File: src/sv/qskv_pkg.sv
// ----------------------------------------------------------------------------
// qskv_pkg: shared types and constants for the query string key/value extractor
// Character codes, the classified byte record passed from the front end to
// the back end, key configuration bundle and state encodings.
// ----------------------------------------------------------------------------
`default_nettype none

package qskv_pkg;

  // sizes
  localparam int MAX_KEY_BYTES = 8;
  localparam int VALUE_BITS    = 32;
  localparam int KEY_POS_W     = $clog2(MAX_KEY_BYTES + 1);
  localparam int KEY_IDX_W     = (MAX_KEY_BYTES > 1) ? $clog2(MAX_KEY_BYTES) : 1;
  localparam int FIFO_DEPTH    = 2;
  localparam int FIFO_PTR_W    = 1;
  localparam int FIFO_CNT_W    = 2;
  localparam int CFG_ADDR_W    = 4;
  localparam int CFG_DATA_W    = 64;
  localparam int PROD_W        = VALUE_BITS + 4;

  localparam logic [VALUE_BITS-1:0] VALUE_HALF = VALUE_BITS'(1) << (VALUE_BITS - 1);

  // register index codes, taken from paddr[3]
  localparam logic REG_KEY_BYTES  = 1'b0;
  localparam logic REG_KEY_LENGTH = 1'b1;

  // character codes
  localparam logic [7:0] CH_SPACE = 8'h20;
  localparam logic [7:0] CH_NL    = 8'h0A;
  localparam logic [7:0] CH_EQ    = 8'h3D;
  localparam logic [7:0] CH_AMP   = 8'h26;
  localparam logic [7:0] CH_TAB   = 8'h09;
  localparam logic [7:0] CH_CR    = 8'h0D;
  localparam logic [7:0] CH_VT    = 8'h0B;
  localparam logic [7:0] CH_FF    = 8'h0C;
  localparam logic [7:0] CH_PLUS  = 8'h2B;
  localparam logic [7:0] CH_MINUS = 8'h2D;
  localparam logic [7:0] CH_ZERO  = 8'h30;
  localparam logic [7:0] CH_NINE  = 8'h39;

  // one classified input byte
  typedef struct packed {
    logic [7:0] ch;
    logic       last;
    logic       delim;
    logic       digit;
    logic [3:0] dval;
    logic       space;
    logic       plus;
    logic       minus;
  } item_t;

  // key setup seen by the back end
  typedef struct packed {
    logic [MAX_KEY_BYTES-1:0][7:0] key;
    logic [KEY_POS_W-1:0]          klen;
  } key_cfg_t;

  // queue status toward front and back
  typedef struct packed {
    logic full;
    logic empty;
  } fifo_stat_t;

  typedef enum logic [2:0] {
    PH_SEARCH = 3'b001,
    PH_VALUE  = 3'b010,
    PH_DONE   = 3'b100
  } phase_t;

  typedef enum logic [2:0] {
    DG_PRE  = 3'b001,
    DG_NUM  = 3'b010,
    DG_STOP = 3'b100
  } digit_phase_t;

endpackage

`default_nettype wire

File: src/sv/qskv_if.sv
// ----------------------------------------------------------------------------
// qskv_if: stream channels of the query string key/value extractor
// Input byte channel and result channel, valid/ready handshake.
// ----------------------------------------------------------------------------
`default_nettype none

interface qskv_in_if;
  logic       valid;
  logic       ready;
  logic [7:0] byte_in;
  logic       last;

  modport source (output valid, output byte_in, output last, input ready);
  modport sink   (input valid, input byte_in, input last, output ready);
endinterface

interface qskv_out_if;
  logic                                  valid;
  logic                                  ready;
  logic                                  found;
  logic signed [qskv_pkg::VALUE_BITS-1:0] value;
  logic                                  saturated;

  modport source (output valid, output found, output value, output saturated, input ready);
  modport sink   (input valid, input found, input value, input saturated, output ready);
endinterface

`default_nettype wire

File: src/sv/qskv_front.sv
// ----------------------------------------------------------------------------
// qskv_front: input stage
// Takes one byte per beat and classifies it (delimiter, digit, blank,
// sign) before it enters the queue.
// ----------------------------------------------------------------------------
`default_nettype none

module qskv_front (
  qskv_in_if.sink               in_ch,
  input  qskv_pkg::fifo_stat_t  stat,
  output logic                  push,
  output qskv_pkg::item_t       push_item
);

  logic [7:0] ch;

  assign ch = in_ch.byte_in;

  // accept whenever the queue has room
  assign in_ch.ready = !stat.full;
  assign push        = in_ch.valid && !stat.full;

  // byte classification
  always_comb begin
    push_item.ch    = ch;
    push_item.last  = in_ch.last;
    push_item.delim = (ch == qskv_pkg::CH_SPACE) || (ch == qskv_pkg::CH_NL) ||
                      (ch == qskv_pkg::CH_EQ)    || (ch == qskv_pkg::CH_AMP);
    push_item.digit = (ch >= qskv_pkg::CH_ZERO) && (ch <= qskv_pkg::CH_NINE);
    push_item.dval  = 4'(ch - qskv_pkg::CH_ZERO);
    push_item.space = (ch == qskv_pkg::CH_TAB) || (ch == qskv_pkg::CH_CR) ||
                      (ch == qskv_pkg::CH_VT)  || (ch == qskv_pkg::CH_FF);
    push_item.plus  = (ch == qskv_pkg::CH_PLUS);
    push_item.minus = (ch == qskv_pkg::CH_MINUS);
  end

endmodule

`default_nettype wire

File: src/sv/qskv_fifo.sv
// ----------------------------------------------------------------------------
// qskv_fifo: classified byte queue
// Small queue between front and back end; push and pop may happen in the
// same cycle, so one beat per cycle flows through while it is not full.
// ----------------------------------------------------------------------------
`default_nettype none

module qskv_fifo (
  input  logic                  clk,
  input  logic                  rst,
  input  logic                  push,
  input  qskv_pkg::item_t       push_item,
  input  logic                  pop,
  output qskv_pkg::item_t       head,
  output qskv_pkg::fifo_stat_t  stat
);

  qskv_pkg::item_t                     mem [qskv_pkg::FIFO_DEPTH];
  logic [qskv_pkg::FIFO_PTR_W-1:0]     wr_ptr;
  logic [qskv_pkg::FIFO_PTR_W-1:0]     rd_ptr;
  logic [qskv_pkg::FIFO_CNT_W-1:0]     count;

  assign stat.full  = (count == qskv_pkg::FIFO_CNT_W'(qskv_pkg::FIFO_DEPTH));
  assign stat.empty = (count == '0);
  assign head       = mem[rd_ptr];

  // storage
  always_ff @(posedge clk) begin
    if (push) begin
      mem[wr_ptr] <= push_item;
    end
  end

  // pointers and fill level
  always_ff @(posedge clk) begin
    if (rst) begin
      wr_ptr <= '0;
      rd_ptr <= '0;
      count  <= '0;
    end else begin
      if (push) begin
        wr_ptr <= wr_ptr + 1'b1;
      end
      if (pop) begin
        rd_ptr <= rd_ptr + 1'b1;
      end
      if (push && !pop) begin
        count <= count + 1'b1;
      end else if (pop && !push) begin
        count <= count - 1'b1;
      end
    end
  end

  a_no_overflow: assert property (@(posedge clk) disable iff (rst)
    !(push && stat.full && !pop)) else $error("queue push while full");

  a_no_underflow: assert property (@(posedge clk) disable iff (rst)
    !(pop && stat.empty)) else $error("queue pop while empty");

  a_level_bound: assert property (@(posedge clk) disable iff (rst)
    count <= qskv_pkg::FIFO_CNT_W'(qskv_pkg::FIFO_DEPTH))
    else $error("queue level out of range");

endmodule

`default_nettype wire

File: src/sv/qskv_back.sv
// ----------------------------------------------------------------------------
// qskv_back: key match and value conversion
// Pops classified bytes, tracks the key match per token, converts the
// token after the key atoi-style and registers the result on the last byte.
// ----------------------------------------------------------------------------
`default_nettype none

module qskv_back (
  input  logic                  clk,
  input  logic                  rst,
  input  qskv_pkg::key_cfg_t    cfg,
  input  qskv_pkg::fifo_stat_t  stat,
  input  qskv_pkg::item_t       head,
  output logic                  pop,
  qskv_out_if.source            out_ch
);

  localparam int VB = qskv_pkg::VALUE_BITS;
  localparam int PW = qskv_pkg::PROD_W;

  // string state
  qskv_pkg::phase_t                  phase, phase_next;
  qskv_pkg::digit_phase_t            dphase, dphase_next;
  logic [qskv_pkg::KEY_POS_W-1:0]    char_pos, char_pos_next;
  logic                              tok_match, tok_match_next;
  logic [VB-1:0]                     acc, acc_next;
  logic                              neg, neg_next;
  logic                              clamp, clamp_next;

  // result register
  logic                              out_valid;
  logic                              out_found;
  logic [VB-1:0]                     out_value;
  logic                              out_sat;

  logic [VB-1:0]                     limit;
  logic [PW-1:0]                     prod;
  logic                              over;
  logic [7:0]                        key_ch;
  logic                              pos_ok;

  // only a byte marked last has to wait for the result register
  assign pop = !stat.empty && (!head.last || !out_valid || out_ch.ready);

  assign out_ch.valid     = out_valid;
  assign out_ch.found     = out_found;
  assign out_ch.value     = out_value;
  assign out_ch.saturated = out_sat;

  // times-ten step and overflow check
  assign limit  = neg ? qskv_pkg::VALUE_HALF : qskv_pkg::VALUE_HALF - 1'b1;
  assign prod   = (PW'(acc) << 3) + (PW'(acc) << 1) + PW'(head.dval);
  assign over   = prod > PW'(limit);
  assign pos_ok = char_pos < cfg.klen;
  assign key_ch = cfg.key[char_pos[qskv_pkg::KEY_IDX_W-1:0]];

  // next state for one byte
  always_comb begin
    phase_next     = phase;
    dphase_next    = dphase;
    char_pos_next  = char_pos;
    tok_match_next = tok_match;
    acc_next       = acc;
    neg_next       = neg;
    clamp_next     = clamp;
    case (phase)
      qskv_pkg::PH_SEARCH: begin
        if (!head.delim) begin
          if (tok_match && pos_ok && (head.ch == key_ch)) begin
            char_pos_next = char_pos + 1'b1;
          end else begin
            tok_match_next = 1'b0;
          end
        end
        if (head.delim || head.last) begin
          if (tok_match_next && (char_pos_next == cfg.klen)) begin
            phase_next = qskv_pkg::PH_VALUE;
          end
          char_pos_next  = '0;
          tok_match_next = 1'b1;
        end
      end
      qskv_pkg::PH_VALUE: begin
        if (head.delim) begin
          phase_next = qskv_pkg::PH_DONE;
        end else if (dphase != qskv_pkg::DG_STOP) begin
          if (head.digit) begin
            dphase_next = qskv_pkg::DG_NUM;
            if (over) begin
              acc_next   = limit;
              clamp_next = 1'b1;
            end else begin
              acc_next = prod[VB-1:0];
            end
          end else if (dphase == qskv_pkg::DG_PRE && head.space) begin
            dphase_next = dphase;
          end else if (dphase == qskv_pkg::DG_PRE && (head.plus || head.minus)) begin
            neg_next    = head.minus;
            dphase_next = qskv_pkg::DG_NUM;
          end else begin
            dphase_next = qskv_pkg::DG_STOP;
          end
        end
      end
      qskv_pkg::PH_DONE: begin
        phase_next = phase;
      end
      default: begin
        phase_next = qskv_pkg::PH_SEARCH;
      end
    endcase
  end

  // state update, cleared after the last byte of a string
  always_ff @(posedge clk) begin
    if (rst) begin
      phase     <= qskv_pkg::PH_SEARCH;
      dphase    <= qskv_pkg::DG_PRE;
      char_pos  <= '0;
      tok_match <= 1'b1;
      acc       <= '0;
      neg       <= 1'b0;
      clamp     <= 1'b0;
    end else if (pop) begin
      if (head.last) begin
        phase     <= qskv_pkg::PH_SEARCH;
        dphase    <= qskv_pkg::DG_PRE;
        char_pos  <= '0;
        tok_match <= 1'b1;
        acc       <= '0;
        neg       <= 1'b0;
        clamp     <= 1'b0;
      end else begin
        phase     <= phase_next;
        dphase    <= dphase_next;
        char_pos  <= char_pos_next;
        tok_match <= tok_match_next;
        acc       <= acc_next;
        neg       <= neg_next;
        clamp     <= clamp_next;
      end
    end
  end

  // result beat valid
  always_ff @(posedge clk) begin
    if (rst) begin
      out_valid <= 1'b0;
    end else if (pop && head.last) begin
      out_valid <= 1'b1;
    end else if (out_ch.ready) begin
      out_valid <= 1'b0;
    end
  end

  // result payload
  always_ff @(posedge clk) begin
    if (pop && head.last) begin
      if (phase_next != qskv_pkg::PH_SEARCH) begin
        out_found <= 1'b1;
        out_value <= neg_next ? (VB'(0) - acc_next) : acc_next;
        out_sat   <= clamp_next;
      end else begin
        out_found <= 1'b0;
        out_value <= '0;
        out_sat   <= 1'b0;
      end
    end
  end

  a_search_clean: assert property (@(posedge clk) disable iff (rst)
    (phase == qskv_pkg::PH_SEARCH) |->
      (dphase == qskv_pkg::DG_PRE && acc == '0 && !clamp && !neg))
    else $error("conversion state dirty while searching");

  a_clamp_at_limit: assert property (@(posedge clk) disable iff (rst)
    clamp |-> (acc == limit)) else $error("clamped magnitude not at limit");

  a_pos_bound: assert property (@(posedge clk) disable iff (rst)
    char_pos <= cfg.klen || phase != qskv_pkg::PH_SEARCH)
    else $error("match position past key length");

  a_result_on_last: assert property (@(posedge clk) disable iff (rst)
    (!$past(out_valid) && out_valid) |-> $past(pop && head.last))
    else $error("result without last byte");

endmodule

`default_nettype wire

File: src/sv/query_string_key_value_extractor_unit.sv
// ----------------------------------------------------------------------------
// query_string_key_value_extractor_unit: query string key lookup
// Finds the first token equal to a configured key and returns the
// atoi-style value of the token that follows it.
// ----------------------------------------------------------------------------
// The block takes one character per cycle while its queue has room, and
// keeps no limit on string length. A byte is classified on entry and placed
// in a two-entry queue; the back end matches and converts one byte per
// cycle, but a byte marked last waits while an earlier result is still held
// on the output. A result beat is driven from an output register from the
// cycle after the byte marked last is taken. Input keeps flowing while a
// result waits on the output, up to the next byte marked last.
// Registers (64-bit APB): key_bytes at 0x0, first character in bits 7..0;
// key_length at 0x8, values above 8 act as 8. Write them only while no
// string is in flight. Values beyond the signed 32-bit range are clamped
// and flagged with saturated.
`default_nettype none

module query_string_key_value_extractor_unit (
  input  logic                                clk,
  input  logic                                rst,
  input  logic                                psel,
  input  logic                                penable,
  input  logic                                pwrite,
  input  logic [qskv_pkg::CFG_ADDR_W-1:0]     paddr,
  input  logic [qskv_pkg::CFG_DATA_W-1:0]     pwdata,
  output logic [qskv_pkg::CFG_DATA_W-1:0]     prdata,
  output logic                                pready,
  qskv_in_if.sink                             in_ch,
  qskv_out_if.source                          out_ch
);

  logic [qskv_pkg::CFG_DATA_W-1:0] key_bytes;
  logic [3:0]                      key_length;
  logic                            reg_sel;
  logic                            wr_en;

  qskv_pkg::key_cfg_t              cfg;
  qskv_pkg::fifo_stat_t            stat;
  qskv_pkg::item_t                 push_item;
  qskv_pkg::item_t                 head;
  logic                            push;
  logic                            pop;

  // register port
  assign pready  = 1'b1;
  assign reg_sel = paddr[3];
  assign wr_en   = psel && penable && pwrite;
  assign prdata  = (reg_sel == qskv_pkg::REG_KEY_LENGTH) ?
                   qskv_pkg::CFG_DATA_W'(key_length) : key_bytes;

  always_ff @(posedge clk) begin
    if (rst) begin
      key_bytes  <= '0;
      key_length <= 4'd1;
    end else if (wr_en) begin
      case (reg_sel)
        qskv_pkg::REG_KEY_BYTES:  key_bytes  <= pwdata;
        qskv_pkg::REG_KEY_LENGTH: key_length <= pwdata[3:0];
        default:                  key_length <= key_length;
      endcase
    end
  end

  // effective key
  assign cfg.key  = key_bytes[8*qskv_pkg::MAX_KEY_BYTES-1:0];
  assign cfg.klen = (key_length > 4'(qskv_pkg::MAX_KEY_BYTES)) ?
                    qskv_pkg::KEY_POS_W'(qskv_pkg::MAX_KEY_BYTES) :
                    qskv_pkg::KEY_POS_W'(key_length);

  qskv_front u_front (
    .in_ch     (in_ch),
    .stat      (stat),
    .push      (push),
    .push_item (push_item)
  );

  qskv_fifo u_fifo (
    .clk       (clk),
    .rst       (rst),
    .push      (push),
    .push_item (push_item),
    .pop       (pop),
    .head      (head),
    .stat      (stat)
  );

  qskv_back u_back (
    .clk    (clk),
    .rst    (rst),
    .cfg    (cfg),
    .stat   (stat),
    .head   (head),
    .pop    (pop),
    .out_ch (out_ch)
  );

endmodule

`default_nettype wire

File: src/flat_wrapper.sv
// flat-port wrapper written by rule: the top's interface ports become plain ports
module query_string_key_value_extractor_unit_flat 
  (clk, rst, psel, penable, pwrite, paddr, pwdata, prdata, pready, in_ch_valid, in_ch_byte_in, in_ch_last, in_ch_ready, out_ch_valid, out_ch_found, out_ch_value, out_ch_saturated, out_ch_ready);
  qskv_in_if in_ch_i ();
  qskv_out_if out_ch_i ();
  input  logic clk;
  input  logic rst;
  input  logic psel;
  input  logic penable;
  input  logic pwrite;
  input  logic [qskv_pkg::CFG_ADDR_W-1:0] paddr;
  input  logic [qskv_pkg::CFG_DATA_W-1:0] pwdata;
  output logic [qskv_pkg::CFG_DATA_W-1:0] prdata;
  output logic pready;
  input wire logic [$bits(in_ch_i.valid)-1:0] in_ch_valid;
  input wire logic [$bits(in_ch_i.byte_in)-1:0] in_ch_byte_in;
  input wire logic [$bits(in_ch_i.last)-1:0] in_ch_last;
  output wire logic [$bits(in_ch_i.ready)-1:0] in_ch_ready;
  output wire logic [$bits(out_ch_i.valid)-1:0] out_ch_valid;
  output wire logic [$bits(out_ch_i.found)-1:0] out_ch_found;
  output wire logic [$bits(out_ch_i.value)-1:0] out_ch_value;
  output wire logic [$bits(out_ch_i.saturated)-1:0] out_ch_saturated;
  input wire logic [$bits(out_ch_i.ready)-1:0] out_ch_ready;
  assign in_ch_i.valid = in_ch_valid;
  assign in_ch_i.byte_in = in_ch_byte_in;
  assign in_ch_i.last = in_ch_last;
  assign in_ch_ready = in_ch_i.ready;
  assign out_ch_valid = out_ch_i.valid;
  assign out_ch_found = out_ch_i.found;
  assign out_ch_value = out_ch_i.value;
  assign out_ch_saturated = out_ch_i.saturated;
  assign out_ch_i.ready = out_ch_ready;
  query_string_key_value_extractor_unit u_core (.clk(clk), .rst(rst), .psel(psel), .penable(penable), .pwrite(pwrite), .paddr(paddr), .pwdata(pwdata), .prdata(prdata), .pready(pready), .in_ch(in_ch_i), .out_ch(out_ch_i));
endmodule
File: config.mk
export PLATFORM = sky130hd
export DESIGN_NAME = query_string_key_value_extractor_unit_flat
export DESIGN_NICKNAME = d
export VERILOG_FILES = /design/src/sv/qskv_pkg.sv /design/src/sv/qskv_if.sv /design/src/sv/qskv_front.sv /design/src/sv/qskv_fifo.sv /design/src/sv/qskv_back.sv /design/src/sv/query_string_key_value_extractor_unit.sv /design/src/flat_wrapper.sv
export SDC_FILE = /design/constraint.sdc
export NUM_CORES = 1
export LEC_CHECK = 0
export BUFFER_PORTS_ARGS = -buffer_cell sky130_fd_sc_hd__buf_2
export CAP_MARGIN = 20
export CORE_AREA = 4 4 152 227
export DETAILED_ROUTE_END_ITERATION = 16
export DIE_AREA = 0 0 156 231
export GPL_ROUTABILITY_DRIVEN = 0
export SYNTH_ARGS = -nofsm -noshare
export SYNTH_HDL_FRONTEND = slang
export SYNTH_SLANG_ARGS = --single-unit
File: constraint.sdc
create_clock -name clk -period 21.3 [get_ports clk]
set_input_delay 2.13 -clock clk [delete_from_list [all_inputs] [get_ports clk]]
set_output_delay 2.13 -clock clk [all_outputs]
set_load 0.02 [all_outputs]
After elaboration in Yosys (flattened, before gate mapping)

Memories as Yosys holds them, arrays and structs flattened. A register that Yosys moved wholly into a read port is not among the register bits.
Cells that the tools add are included.

$add $sub $neg: 9
Bitwise logic cells: 1
Reductions and logical operators: 39
Equal/unequal tests: 21
$lt $le $gt $ge: 6
Mux-type cells: 58

Operator list:

| kind                  | count |
|---|---|
| $mux 32               | 8 |
| $mux 64               | 1 |
| $eq 8x4->1 const B    | 5 |
| $eq 8x6->1 const B    | 5 |
| $add 35x33->36        | 1 |
| $add 36x4->36         | 1 |
| $gt 36x32->1          | 1 |
| $mux 3                | 11 |
| $sub 1x32->32 const A | 1 |
| $mux 4                | 7 |
| $mux 1                | 26 |
| $bmux 8 s3            | 1 |
| $logic_and 1x1->1     | 13 |
| $logic_or 1x1->1      | 10 |
| $reduce_bool 2->1     | 5 |
| $pmux 3 s3            | 1 |
| $eq 8x8->1            | 1 |
| $ge 8x6->1 const B    | 1 |
| $le 8x6->1 const B    | 1 |
| $mux 8                | 1 |
| $eq 3x1->1 const B    | 2 |
| $logic_not 1->1       | 6 |
| $reduce_and 2->1      | 3 |
| $reduce_and 5->1      | 1 |
| 19 further kinds      | 21 |

Word-level logic and storage cells: 151
Output and inout port bits: 101
Flip-flop bits (word level): 152
RAM bits: 36
Memories kept: 1

Memory list:

| memory            | words | width | read ports | clocked after memory_dff | wr ports | line            | source |
|---|---|---|---|---|---|---|---|
| u_core.u_fifo.mem | 2     | 18    | 1          | 1                        | 1        | qskv_fifo.sv:18 | `qskv_pkg::item_t mem [qskv_pkg::FIFO_DEPTH];` |

Longest topological paths before layout

Depth after elaboration: 15
Depth in mapped cells: 34

Hierarchy

Synthesis repeated with hierarchy kept, for this count alone.

Cell total of the unflattened synthesis: 1520
Area, all modules: 13995.9 µm²

Modules (own cells, without submodules):

| module                                | area an instance (µm²) | times used | cells each |
|---|---|---|---|
| qskv_back                             | 8747.1                 | 1          | 1041 |
| query_string_key_value_extractor_unit | 3499.6                 | 1          | 369 |
| qskv_fifo                             | 1503.9                 | 1          | 78 |
| qskv_front                            | 245.2                  | 1          | 32 |

Least setup slack after synthesis

OpenSTA, ideal clock, no wires.

Kind: reg-to-reg
Start point: register (tool-made name)
End point: register u_core.u_back.out_value[26], in the netlist u_core.u_back.out_ch.value[26], data pin
Required time: 21.039 ns
Data arrival time: 6.543 ns
Stages on the path, launching flop included: 30
Path buffers: 3
Path slack: 14.496 ns
Cells stage by stage: dfxtp_1 > clkbuf_1 > mux2i_1 > fa_1 > fa_1 > nand2b_1 > a21o_1 > a21o_1 > a31oi_1 > nor2b_1 > xnor2_1 > ha_1 > nand3_1 > or4_4 > nor3_2 > and3_1 > o221a_2 > nand3_1 > nor3_4 > buf_4 > clkbuf_1 > a211oi_1 > a21oi_1 > ha_1 > inv_1 > a311o_1 > nor4_4 > nand4_2 > mux2i_1 > o311a_1

RTL lines:

| element              | line             | source |
|---|---|---|
| end signal, assigned | qskv_back.sv:161 | `out_value <= neg_next ? (VB'(0) - acc_next) : acc_next;` |
| end, declared        | qskv_back.sv:33  | `logic [VB-1:0] out_value;` |

==> run summary <==
status: finished clean
fin crit period: 8980 ps
Sequential Power Share: 43.6%
RSZ-0062 raised after global routing: false
Synth Net Count: 1685
Starting Density: 39.6%
CORE AREA: 32500 um^2
max-slew violation count: 0
relative slew slack: 35.8%
Clk Latency, worst-skew pair: 460 ps
Synth async-reset ratio: 0%
Placed Instance Area: 14000 um^2
Clock Sinks: 181
Post-CTS Setup Bufs: 0
Initial DRC Count: 774
worst-margin pin slew: 962 ps
most numerous cell in the Yosys netlist: nand2_1
Via density: 5.71
Req. time, crit path: 21570 ps
syn avg cell area: 8.60 um^2
top cells by area, synth: dfxtp_1 (18%), edfxtp_1 (14%), ha_1 (9.8%)
Clock transition at path regs: 70 ps
P per Cell Area: 64.7 nW/um^2
clock buffer depth: 2
Antenna Nets Post-Route: 0
post-synth cell types: 97
Int Power: 0.621 mW
Lkg Pwr: 5.93 nW
Layout area overhead: 13.8%
Post-Syn Instances: 1498
Die W: 156 um
Netlist Area Pre-Place: 12900 um^2
number of global-route vias before repair: 11431
crit-path max FO: 31
H-tree depth: 4
maximum vdd drop: 61.0 uV
post-synthesis sequential area ratio: 32.9%
Resize count post-CTS: 0
Ports: 185
pin count of the biggest net entering global routing: 100
first-pass GRT wire length: 62900 um
Port Buf Inserts: 180
global route total overflow: 0
number of synthesized flops with an enable pin: 62
share of cells above drive strength 1: 19.3%
Vias: 11722
CTS tree: built
Setup violations, final: 0
Net Switching: 0.328 mW
fin area: 14700 um^2
initial antenna violation count: 0
worst setup path category: reg -> reg
ys flop type: dfxtp_1
area leader, netlist: dfxtp_1
setup slack, reg-to-reg: 12320 ps
Clock Skew: 14.9 ps
setup_tns: 0 ps
die height: 231 um
CP startpoint kind: register
Placement Rows: 81
Final period util: 42.1%
die area: 36000 um^2
Num CTS Buffers: 17
post-cts hold buffer count: 0
final wirelength: 40200 um
Pre-antenna DRT Iters: 6
worst hold path startpoint: u_core.key_bytes[1]
Yosys warnings: 0
drt drc: 0
Final Hold Fails: 0
Synth top cells by count: nand2_1 (209), a21oi_1 (163), nor2_1 (138)
CP Capture Type: register
Max Cap Viol: 0
Antenna Cells: 0
Combinational Power Share: 22.4%
Worst Hold Class: reg -> reg
register bit total from synthesis: 181
DR WL/cell: 19.6 um
placed wire-length estimate: 29800 um
Worst EP arrival: 9250 ps
Total Nets Final: 1812
root buffer cell: clkbuf_16
Total GRT Usage: 22.1%
Synth top area share: 18.5%
clock share of power: 34.1%
sw frac: 34.5%
Peak Freq: 111 MHz
==> area by class of cell <==
cell class	instances	area, um^2
fill	3198	17900
timing repair buffer	200	1080
clock inverter	14	155
sequential	181	4240
multi-input combinational	1196	8120
tap	415	519
clock buffer	18	439
inverter	29	109
==> metal layers <==
metal | global-route usage (%) | share of wire [%]
met4 | 8.13 | 3.3
met5 | 0 | 0
met3 | 4.50 | 5.4
met1 | 24.7 | 38
met2 | 40.7 | 53
==> sequential cells by signal, indices dropped and copies added, names as in the netlist, named ones only <==
signal and cells:
u_core.key_bytes 64, u_core.u_back.out_ch.found 1, u_core.u_fifo.wr_ptr 1, u_core.u_back.phase 3, u_core.u_back.out_ch.value 32, u_core.u_back.char_pos 4, u_core.u_back.out_ch.saturated 1, u_core.u_back.acc 32
u_core.u_back.dphase 3, u_core.u_back.out_ch.valid 1, u_core.u_back.tok_match 1, u_core.u_fifo.count 2, u_core.key_length 4, u_core.u_back.neg 1, u_core.u_back.clamp 1, u_core.u_fifo.rd_ptr 1
u_core.u_fifo.mem 28
==> power by group through the flow <==
stage	clock network (mW)	registers [mW]	logic, mW
finish	0.323	0.414	0.212
floorplan	0	0.434	0.120
global route	0.344	0.417	0.230
CTS	0.329	0.414	0.213
detailed placement	0	0.422	0.212
global placement	0	0.421	0.209
==> through the flow <==
step                      setup WS (ps)  cells  total power, mW  utilization, %  hold slack, ps
after floorplan                   14500   1498            0.554               -             437
after global placement            12430   2019            0.630            43.1             448
after detailed placement          12360   2020            0.634            43.2             458
after global routing              11980   2053            0.992            45.1             485
final                             12320   2053            0.949            45.1             468
after CTS                         12340   2052            0.956            45.0             470
==> layout by cell type, fill, tap and decap left out, drive strengths merged, types with 6 or more instances in the layout <==
master,n
clkinv,6
mux2i,29
mux2,10
a211oi,11
clkbuf,18
a211o,7
xnor2,29
and4,9
nor2,139
o22ai,7
a21o,17
or3,12
mux4,16
nand2b,13
edfxtp,62
a22oi,30
and2,10
nor3b,7
nand4,20
nor3,37
or2,11
xor2,27
nor4,14
buf,200
dfxtp,119
nand3,21
inv,37
a31o,6
o21a,12
o31ai,9
ha,101
nor4b,6
a31oi,11
o211ai,7
o21ai,62
nand2,210
o31a,7
nor2b,67
a21oi,164
==> worst max-delay path, cell delays in order (launching register included) <==
cell      delay (ps)
dfxtp_1          830
mux2i_1          460
fa_1             530
fa_1             480
nand2b_1         190
a21o_1           200
a21o_1           280
a311oi_1         490
or4_1            170
and4_1           280
ha_1             280
and4_1           160
a221oi_1         450
nand4_1          200
o211ai_1         240
nand3_1          580
nor3_4           330
buf_4            380
a211oi_1         130
a21oi_1          270
ha_1             260
inv_1             50
a311o_1          390
nor4_4           360
nand4_2          310
a21o_1           270
a21oi_1          200
==> logic make-up after synthesis <==
logic type      synth area share (%)
compound gates                  20.1
xor+xnor                        3.87
mux                             5.92
fa+ha+maj                       10.1
buf+inv                         4.23
flops                           32.9
other cells                   0.0291
simple gates                    22.7
==> worst paths after layout <==
path,endpoint,cells past startpoint
max,u_core.u_back.out_ch.value[22],26
min,u_core.key_bytes[1],2
max reg2reg,u_core.u_back.out_ch.value[22],26
min reg2reg,u_core.key_bytes[1],2
Power figures use the tool's default switching activity.
